<file path="src/hw/rtl/wafv_pkg.sv">
`default_nettype none

package wafv_pkg;

  // Field and datapath widths
  localparam int VEL_W     = 20;
  localparam int DV_W      = VEL_W + 1;
  localparam int DT_W      = 20;
  localparam int ACC_W     = 24;
  localparam int THR_W     = 10;
  localparam int PROD_W    = 2 * DV_W;
  localparam int SQ_W      = PROD_W + 2;
  localparam int QUO_W     = ACC_W;
  localparam int CFG_IDX_W = 1;

  localparam logic [THR_W-1:0] THR_RESET = 10'd10;
  localparam logic [DV_W-1:0]  US_PER_S  = 21'd1000000;

  // Configuration register indexes
  localparam logic [CFG_IDX_W-1:0] CFG_MOVING_THR = 1'b0;
  localparam logic [CFG_IDX_W-1:0] CFG_REPEAT_THR = 1'b1;

  localparam logic signed [ACC_W-1:0] ACC_MAX  = 24'sh7FFFFF;
  localparam logic signed [ACC_W-1:0] ACC_MIN  = 24'sh800000;
  localparam logic [QUO_W-1:0]        Q_HALF   = 24'h800000;

  typedef enum logic [3:0] {
    OP_NONE,
    OP_LOAD,
    OP_SQ_VEL,
    OP_SQ_DV,
    OP_SCALE,
    OP_RAW,
    OP_TAKE_RAW,
    OP_WINIT,
    OP_WALK,
    OP_AVG,
    OP_PUSH
  } dp_op_t;

  typedef enum logic [3:0] {
    ST_IDLE,
    ST_SQV,
    ST_SQD,
    ST_SCL,
    ST_RAW,
    ST_DIVR,
    ST_WINIT,
    ST_WALK,
    ST_AVG,
    ST_DIVA,
    ST_PUSH
  } ctl_state_t;

  typedef struct packed {
    dp_op_t op;
    logic   div_start;
  } cmd_t;

  typedef struct packed {
    logic rep;
    logic div_busy;
    logic walk_last;
    logic out_free;
  } sts_t;

  function automatic logic [DV_W-1:0] mag_dv(input logic signed [DV_W-1:0] a);
    return a[DV_W-1] ? DV_W'(-a) : DV_W'(a);
  endfunction

  // Apply sign and clamp an unsigned quotient to the 24-bit output range
  function automatic logic signed [ACC_W-1:0] sat_quot(input logic ovf, input logic neg,
                                                       input logic [QUO_W-1:0] q);
    logic signed [ACC_W-1:0] r;
    if (ovf) begin
      r = neg ? ACC_MIN : ACC_MAX;
    end else if (neg) begin
      r = (q > Q_HALF) ? ACC_MIN : -$signed(q);
    end else begin
      r = q[QUO_W-1] ? ACC_MAX : $signed(q);
    end
    return r;
  endfunction

endpackage

`default_nettype wire

</file>
<file path="src/hw/rtl/wafv_ctrl.sv">
`default_nettype none

module wafv_ctrl import wafv_pkg::*; (
  input  wire logic clk,
  input  wire logic rst_n,
  input  wire logic in_valid,
  output logic      in_ready,
  input  wire sts_t sts,
  output cmd_t      cmd
);

  ctl_state_t state_r;
  ctl_state_t state_nxt;

  always_ff @(posedge clk) begin
    if (!rst_n) begin
      state_r <= ST_IDLE;
    end else begin
      state_r <= state_nxt;
    end
  end

  always_comb begin
    state_nxt     = state_r;
    cmd.op        = OP_NONE;
    cmd.div_start = 1'b0;
    in_ready      = 1'b0;
    case (state_r)
      ST_IDLE: begin
        in_ready = 1'b1;
        if (in_valid) begin
          cmd.op    = OP_LOAD;
          state_nxt = ST_SQV;
        end
      end
      ST_SQV: begin
        cmd.op    = OP_SQ_VEL;
        state_nxt = ST_SQD;
      end
      ST_SQD: begin
        cmd.op    = OP_SQ_DV;
        state_nxt = ST_SCL;
      end
      ST_SCL: begin
        cmd.op    = OP_SCALE;
        state_nxt = ST_RAW;
      end
      ST_RAW: begin
        // Repeated sample: skip the divide
        cmd.op        = OP_RAW;
        cmd.div_start = !sts.rep;
        state_nxt     = sts.rep ? ST_WINIT : ST_DIVR;
      end
      ST_DIVR: begin
        if (!sts.div_busy) begin
          cmd.op    = OP_TAKE_RAW;
          state_nxt = ST_WINIT;
        end
      end
      ST_WINIT: begin
        cmd.op    = OP_WINIT;
        state_nxt = ST_WALK;
      end
      ST_WALK: begin
        cmd.op = OP_WALK;
        if (sts.walk_last) begin
          state_nxt = ST_AVG;
        end
      end
      ST_AVG: begin
        cmd.op        = OP_AVG;
        cmd.div_start = 1'b1;
        state_nxt     = ST_DIVA;
      end
      ST_DIVA: begin
        if (!sts.div_busy) begin
          state_nxt = ST_PUSH;
        end
      end
      ST_PUSH: begin
        // Hold until the output register is free
        if (sts.out_free) begin
          cmd.op    = OP_PUSH;
          state_nxt = ST_IDLE;
        end
      end
      default: begin
        state_nxt = ST_IDLE;
      end
    endcase
  end

endmodule

`default_nettype wire

</file>
<file path="config.mk">
export PLATFORM = sky130hd
export DESIGN_NAME = wafv_ctrl
export DESIGN_NICKNAME = d
export VERILOG_FILES = /design/src/hw/rtl/wafv_pkg.sv /design/src/hw/rtl/wafv_ctrl.sv
export SDC_FILE = /design/constraint.sdc
export NUM_CORES = 1
export LEC_CHECK = 0
export ABC_AREA = 1
export BUFFER_PORTS_ARGS = -buffer_cell sky130_fd_sc_hd__buf_2
export CORE_AREA = 4 4 41 43
export CTS_BUF_LIST = sky130_fd_sc_hd__clkbuf_8
export DETAILED_ROUTE_END_ITERATION = 10
export DIE_AREA = 0 0 45 47
export PLACE_DENSITY = 0.68
export SYNTH_ARGS = -nofsm -noshare
export SYNTH_HDL_FRONTEND = slang
export SYNTH_SLANG_ARGS = --single-unit
</file>
<file path="constraint.sdc">
create_clock -name clk -period 2.2 [get_ports clk]
set_input_delay 0.22 -clock clk [delete_from_list [all_inputs] [get_ports clk]]
set_output_delay 0.22 -clock clk [all_outputs]
set_load 0.05 [all_outputs]
</file>
==> out/metrics.yaml, run 1 <==
status:
  run_status: "finished clean"
min_path:
  min_to: "state_r[0]$_SDFFE_PN0P_"
  hp-class: "primary input to flip-flop"
  whs_path_depth: 3
  worstHoldStart: "rst_n"
cts:
  ctsResizeCount: 0
  tritoncts: "done"
  numCtsBuffers: 3
  clk_latency_ns: 0.21
  cts_buffer_depth: 2
  cts.sinks: 4
  path_clk_slew_ns: 0.03
  cts_max_level: 1
  cts_hold_buf: 0
  cts_setup_buffers: 0
  cts_root_buf: "clkbuf_8"
sta:
  relSlewSlack_pct: 79.86
  hold_viol_final: 0
  skew_ns: 0.001251
  layout_setup_ws_ns: 0.5109
  tns_ns: 0
  period_needed_ns: 1.689
  setup_viol: 0
  post-route-period-util_pct: 76.78
  drv_slew: 0
  rsz0062_at_grt: "false"
  tightest_slew_ns: 0.3010
  clock.fmax_ghz: 0.5920
yosys:
  yosysTopAreaCell: "dfxtp_1"
  ys_seq_elements: 4
  synth_most_common_cell: "nand2_1"
  synth_area_leaders: "dfxtp_1 18%, nand2_1 16%, nor2_4 10%"
  synthTopCellsByCount: "19 x nand2_1, 9 x nor2_1, 6 x inv_1"
  synth_top_area_share_pct: 17.98
  ys_types: 18
  yosys_warnings: 0
  synth_area_um2: 445.4
  syn_area_per_cell_um2: 6.455
  syn_nets: 76
  synth_edf_count: 0
  synthFlopType: "dfxtp_1"
  seq_area_frac_synth_pct: 17.98
  postSynthCellCount: 69
  async_reset_ff_share_pct: 0
setup_path:
  critPathLaunchType: "flip-flop"
  path_max_fanout: 5
  crit_arrival_ns: 1.47
  worstReg2RegStart: "state_r[3]$_SDFFE_PN0P_"
  crit_type: "flip-flop to output pin"
  crit_path_end_kind: "output pin"
  r2r_slack_ns: 0.94
  critPathRequiredTime_ns: 1.98
  r2r-end: "state_r[3]$_SDFFE_PN0P_"
  rr_worst_depth: 6
finish:
  regMostFlops: "state_r"
  largest_register_ffs: 4
  area_delta_synth_final_pct: 26.97
  nets: 93
  diodes: 0
  drive_above_1_share_pct: 40.48
  reg_top3: "state_r (4)"
  instances_no_fill: 99
die:
  fp-row-count: 13
  initial_core_util_pct: 34.23
  fp.dieW_um: 45
  die_h_um: 47
  design.core.area_um2: 1301
  die_area_um2: 2115
  io_pins: 13
global_route:
  grt_pass1_vias: 404
  grt_antenna_before_repair: 0
  grt_pass1_wl_um: 1635
  gr-total-overflow: 0
  track_usage_pct: 10.73
  grt_max_degree: 8
place:
  gp_congestion: 0.8048
  dp.cells: 96
  port-buffer-count: 12
  dpl.hpwl_um: 839.1
  place_ws_ns: 0.7332
routing:
  drc: 0
  postRouteAntennaNets: 0
  dr.pass1.iters: 4
  vias_per_cell: 4.707
  drtIter0Drc: 16
  drt_wl_total_um: 997
  avgRoutedWirePerCell_um: 10.07
  vias: 466
flow_run:
  maxCapViolCount: 0
worst max path at each step:
stage,cells past startpoint,to,startpoint
2_1_floorplan,4,cmd[0],state_r[2]$_SDFFE_PN0P_
6_report,6,cmd[3],state_r[1]$_SDFFE_PN0P_
4_1_cts,6,cmd[3],state_r[1]$_SDFFE_PN0P_
5_1_grt,6,cmd[3],state_r[1]$_SDFFE_PN0P_
3_5_place_dp,6,cmd[3],state_r[1]$_SDFFE_PN0P_
3_3_place_gp,6,cmd[3],state_r[1]$_SDFFE_PN0P_
cells in the final DEF (no fill, tap or decap):
| cell | instances |
|---|---|
| nand2_1 | 19 |
| buf_2 | 12 |
| nor2_1 | 9 |
| inv_1 | 6 |
| nand3_1 | 5 |
| nor2_2 | 4 |
| nor2_4 | 4 |
| dfxtp_1 | 4 |
| inv_2 | 3 |
| o21ai_0 | 3 |
| nand2_2 | 3 |
| clkbuf_8 | 3 |
| nand3_2 | 2 |
| clkinv_1 | 1 |
| nand3b_2 | 1 |
| nand3_4 | 1 |
| nand4_4 | 1 |
| o2111ai_1 | 1 |
| a22oi_1 | 1 |
| o211ai_1 | 1 |
kinds of logic after synthesis:
| group | share of synthesized area (%) |
|---|---|
| AO/OA/AOI/OAI | 8.708 |
| flip-flops | 17.98 |
| buffers and inverters | 8.426 |
| AND/OR/NAND/NOR | 64.89 |
through the flow:
stage / hold slack, ns / instance area [µm²] / utilization (%)
global placement: 0.4841 / 524.3 / 40.29
floorplan: 0.3407 / 445.4 / -
detailed placement: 0.4849 / 524.3 / 40.29
global route: 0.2674 / 565.5 / 43.46
CTS: 0.2587 / 565.5 / 43.46
finish: 0.2622 / 565.5 / 43.46
per-layer routing:
layer | share of wire, % | track usage [%] | routed length (µm) | vias to the layer above
li1 | - | - | - | 252
met1 | 48 | 13.80 | 477 | 203
met2 | 46 | 16.10 | 454 | 11
met3 | 6.5 | 1.149 | 65 | 0
met4 | 0 | 8.772 | 0 | 0
met5 | 0 | 0 | 0 | -
cell type report:
type	instances	area, µm²
repair buffers	12	60.06
multi-input cells	55	327.8
fillers	151	735.7
inverters	10	37.54
clock buffers	3	41.29
well taps	15	18.77
flip-flops and latches	4	80.08
critical path, stage by stage, from the launching register on:
cell and delay, ns:
dfxtp_1 0.37, nand2_1 0.10, clkinv_1 0.12, o21ai_0 0.25, inv_1 0.06, nor2_1 0.09, buf_2 0.26
Power of run 1 is left out: the tool's default activity adds up to more than one toggle a clock period on the data nets, which glitch-free logic cannot reach.
==> run 2, diff against run 1 <==
--- a/config.mk
+++ b/config.mk
@@ -11,7 +11,7 @@
 export CTS_BUF_LIST = sky130_fd_sc_hd__clkbuf_8
 export DETAILED_ROUTE_END_ITERATION = 10
 export DIE_AREA = 0 0 45 47
-export PLACE_DENSITY = 0.68
+export PLACE_DENSITY = 0.7
 export SYNTH_ARGS = -nofsm -noshare
 export SYNTH_HDL_FRONTEND = slang
 export SYNTH_SLANG_ARGS = --single-unit
==> constraint.sdc (replaced) <==
create_clock -name clk -period 1.5 [get_ports clk]
set_input_delay 0.15 -clock clk [delete_from_list [all_inputs] [get_ports clk]]
set_output_delay 0.15 -clock clk [all_outputs]
set_load 0.05 [all_outputs]
==> out/metrics.yaml, run 2 (synthesis gave the netlist of run 1 again) <==
finish:
  fill_cells: 134
  drive_above_1_share_pct: 51.76
  layout_common_cells: "19 x nand2_1, 7 x nor2_1, 7 x buf_2, 6 x nor2_4, 6 x inv_1"
  multiInputGateArea_um2: 361.6
  regMostFlops: "state_r"
  largest_register_ffs: 4
  diodes: 0
  reg_top3: "state_r (4)"
  ff_latch_area_um2: 90.09
  area_delta_synth_final_pct: 43.82
  nets: 94
  final_common_cell: "nand2_1"
global_route:
  grt_pass1_vias: 424
  track_usage_pct: 12.08
  grt_antenna_before_repair: 0
  grt_max_degree: 8
  grt_pass1_wl_um: 1814
  gr-total-overflow: 0
place:
  gp_congestion: 0.8046
  port-buffer-count: 12
  dpl.hpwl_um: 828.2
routing:
  vias: 476
  drt_wl_total_um: 1026
  drtIter0Drc: 5
  drc: 0
  postRouteAntennaNets: 0
  dr.pass1.iters: 4
  vias_per_cell: 4.760
  avgRoutedWirePerCell_um: 10.26
setup_path:
  r2r-end: "state_r[1]$_SDFFE_PN0P_"
  cp-startpoint: "state_r[3]$_SDFFE_PN0P_"
  crit_type: "flip-flop to output pin"
  crit_path_end_kind: "output pin"
  rr_worst_depth: 8
  worstReg2RegStart: "state_r[3]$_SDFFE_PN0P_"
  crit_arrival_ns: 1.29
  r2r_slack_ns: 0.21
  critPathLaunchType: "flip-flop"
  path_cells: "inv_2 -> nand2_1 -> nand2_2 -> nand3_2 -> nand4_4 -> nor2_4 -> buf_6"
  cp_slowest_cell: "dfxtp_2"
  critPathMaxStageDelay_ns: 0.38
  critPathRequiredTime_ns: 1.35
  path_max_fanout: 5
min_path:
  hp-class: "primary input to flip-flop"
  whs_path_depth: 3
  worstHoldStart: "rst_n"
  min_to: "state_r[0]$_SDFFE_PN0P_"
sta:
  rsz0062_at_grt: "true"
  relSlewSlack_pct: 83.47
  period_needed_ns: 1.442
  setup_viol: 0
  clock.fmax_ghz: 0.6936
  tightest_slew_ns: 0.2496
  hold_viol_final: 0
  skew_ns: 0.001136
  drv_slew: 0
  tns_ns: 0
  post-route-period-util_pct: 96.12
cts:
  path_clk_slew_ns: 0.03
  cts_max_level: 1
  cts.sinks: 4
  cts_root_buf: "clkbuf_8"
  clk_latency_ns: 0.21
  numCtsBuffers: 3
  tritoncts: "done"
  cts_buffer_depth: 2
die:
  initial_core_util_pct: 34.23
  die_area_um2: 2115
  io_pins: 13
  die_h_um: 47
  design.core.area_um2: 1301
  fp.dieW_um: 45
  fp-row-count: 13
status:
  run_status: "finished clean"
flow_run:
  maxCapViolCount: 0
-- run 2: timing repair --
| item | CTS | global route |
|---|---|---|
| hold buffers | 0 | 0 |
| pin swaps | 0 | 3 |
| endpoints found under the hold margin | 0 | 0 |
| gates resized for setup | 9 | 11 |
| endpoints found under the setup margin | 5 | 6 |
| buffers inserted | 0 | 1 |
-- run 2: worst max-delay path, delay by kind of cell (launching register included) --
| kind | cells | cell delay, ns |
|---|---|---|
| flops | 1 | 0.38 |
| simple gates | 5 | 0.45 |
| buf+inv | 2 | 0.24 |
-- run 2: metrics by stage --
step / hold slack [ns] / setup WS [ns] / instance area, µm² / utilization, % / std cells
4_1_cts: 0.1894 / 0.003352 / 600.6 / 46.15 / 99
5_1_grt: 0.2065 / -0.04444 / 640.6 / 49.23 / 100
2_1_floorplan: 0.2633 / -0.05879 / 456.7 / - / 69
3_3_place_gp: 0.4052 / 0.06879 / 535.5 / 41.15 / 96
3_5_place_dp: 0.4165 / 0.08548 / 535.5 / 41.15 / 96
6_report: 0.1918 / 0.05826 / 640.6 / 49.23 / 100
-- run 2: worst max-delay path by stage --
stage                        end
after floorplan           cmd[2]
after global placement    cmd[3]
after detailed placement  cmd[3]
after CTS                 cmd[3]
after global routing      cmd[3]
final                     cmd[3]
-- run 2: layout make-up --
type,instances,area share (%)
flip-flops and latches,4,14.06
inverters,10,6.445
repair buffers,13,13.67
clock buffers,3,6.445
multi-input cells,55,56.45
well taps,15,2.930
-- run 2: routing by layer --
layer | vias up | global-route usage, % | routed length (µm)
li1 | 255 | - | -
met1 | 212 | 15.42 | 485
met2 | 9 | 16.95 | 483
met3 | 0 | 3.831 | 58
met4 | 0 | 8.772 | 0
met5 | - | 0 | 0
Power of run 2 is left out for the same reason.
==> run 3, diff against run 2 <==
--- a/config.mk
+++ b/config.mk
@@ -11,7 +11,7 @@
 export CTS_BUF_LIST = sky130_fd_sc_hd__clkbuf_8
 export DETAILED_ROUTE_END_ITERATION = 10
 export DIE_AREA = 0 0 45 47
-export PLACE_DENSITY = 0.7
+export PLACE_DENSITY = 0.68
 export SYNTH_ARGS = -nofsm -noshare
 export SYNTH_HDL_FRONTEND = slang
 export SYNTH_SLANG_ARGS = --single-unit
==> constraint.sdc (replaced) <==
create_clock -name clk -period 1.8 [get_ports clk]
set_input_delay 0.18 -clock clk [delete_from_list [all_inputs] [get_ports clk]]
set_output_delay 0.18 -clock clk [all_outputs]
set_load 0.05 [all_outputs]
==> out/metrics.yaml, run 3 (synthesis gave the netlist of run 1 again) <==
finish:
  nets: 93
  fin_util_pct: 43.46
  largest_register_ffs: 4
  layout_common_cells: "19 x nand2_1, 12 x buf_2, 9 x nor2_1, 6 x inv_1, 5 x nand3_1"
  area_delta_synth_final_pct: 26.97
  drive_above_1_share_pct: 40.48
  regMostFlops: "state_r"
  reg_top3: "state_r (4)"
  final_common_cell: "nand2_1"
  diodes: 0
routing:
  drt-met1-wl_um: 485
  drtIter0Drc: 4
  routed.top_layer: "met4"
  met3_length_um: 58
  dr.pass1.iters: 2
  drt_wl_total_um: 955
  vias_per_cell: 4.545
  dr_wl_met2_um: 393
  avgRoutedWirePerCell_um: 9.646
  vias: 450
  postRouteAntennaNets: 0
  drc: 0
setup_path:
  crit_type: "flip-flop to output pin"
  rr_worst_depth: 6
  worstReg2RegStart: "state_r[3]$_SDFFE_PN0P_"
  crit_arrival_ns: 1.47
  crit_path_end_kind: "output pin"
  path_max_fanout: 7
  critPathRequiredTime_ns: 1.62
  r2r_slack_ns: 0.55
  r2r-end: "state_r[2]$_SDFFE_PN0P_"
  critPathLaunchType: "flip-flop"
min_path:
  hp-class: "primary input to flip-flop"
  min_to: "state_r[0]$_SDFFE_PN0P_"
  worstHoldStart: "rst_n"
  whs_path_depth: 3
die:
  die_area_um2: 2115
  initial_core_util_pct: 34.23
  fp.dieW_um: 45
  die_h_um: 47
  fp-row-count: 13
  design.core.area_um2: 1301
  io_pins: 13
cts:
  numCtsBuffers: 3
  clk_latency_ns: 0.21
  cts.sinks: 4
  tritoncts: "done"
  cts_buffer_depth: 2
  cts_max_level: 1
  path_clk_slew_ns: 0.03
  cts_root_buf: "clkbuf_8"
  cts_hold_buf: 0
place:
  port-buffer-count: 12
  gp_congestion: 0.8270
  dpl.hpwl_um: 815.6
sta:
  tightest_slew_ns: 0.2930
  skew_ns: 0.0006993
  post-route-period-util_pct: 91.45
  drv_slew: 0
  hold_viol_final: 0
  relSlewSlack_pct: 80.40
  tns_ns: 0
  rsz0062_at_grt: "false"
  setup_viol: 0
  period_needed_ns: 1.646
  clock.fmax_ghz: 0.6075
global_route:
  gr-total-overflow: 0
  grt_antenna_before_repair: 0
  grt_pass1_vias: 387
  grt_pass1_wl_um: 1587
  grt_max_degree: 8
  track_usage_pct: 10.28
status:
  run_status: "finished clean"
flow_run:
  maxCapViolCount: 0
run 3: cell count changes in the layout (fill, tap and decap cells not counted), sizes merged:
cell | before | now
clkbuf | 4 | 3
run 3: routing by layer:
layer | track usage (%) | up-vias
met1 | 14.35 | 186
met2 | 14.41 | 12
met5 | 0 | -
met3 | 1.533 | 2
met4 | 7.018 | 0
li1 | - | 250
run 3: layout make-up:
| cell class | count | area (µm²) |
|---|---|---|
| multi-input cells | 55 | 327.8 |
| flip-flops and latches | 4 | 80.08 |
| repair buffers | 12 | 60.06 |
| fillers | 153 | 735.7 |
| well taps | 15 | 18.77 |
| clock buffers | 3 | 41.29 |
| inverters | 10 | 37.54 |
run 3: how the worst max path moves through the flow:
stage	depth (start not counted)	startpoint	slack, ns	to
final	7	state_r[2]$_SDFFE_PN0P_	0.15	cmd[3]
after global routing	7	state_r[3]$_SDFFE_PN0P_	0.03	cmd[3]
after CTS	6	state_r[1]$_SDFFE_PN0P_	0.11	cmd[3]
after detailed placement	6	state_r[1]$_SDFFE_PN0P_	0.35	cmd[3]
after global placement	6	state_r[1]$_SDFFE_PN0P_	0.34	cmd[3]
after floorplan	3	state_r[3]$_SDFFE_PN0P_	0.12	cmd[1]
run 3: worst max-delay path, stage by stage, from the launching register on:
cell     delay, ns
dfxtp_1       0.41
inv_2         0.09
nand2_1       0.10
nand2_2       0.07
nand3_2       0.09
nand4_4       0.12
nor2_1        0.11
buf_2         0.26
run 3: metrics by stage:
step                      instance area, µm²  hold WS, ns  std cells  setup WS [ns]
after floorplan                        445.4       0.3007         69         0.1198
after global placement                 524.3       0.4432         96         0.3448
after detailed placement               524.3       0.4478         96         0.3470
after CTS                              565.5       0.2206         99         0.1088
after global routing                   565.5       0.2404         99        0.03263
final                                  565.5       0.2231         99         0.1538
run 3: what timing repair did:
action / CTS / global route
setup endpoints to repair: 0 / 1
gates resized for setup: 0 / 1
buffers inserted: 0 / 0
Power of run 3 is left out for the same reason.
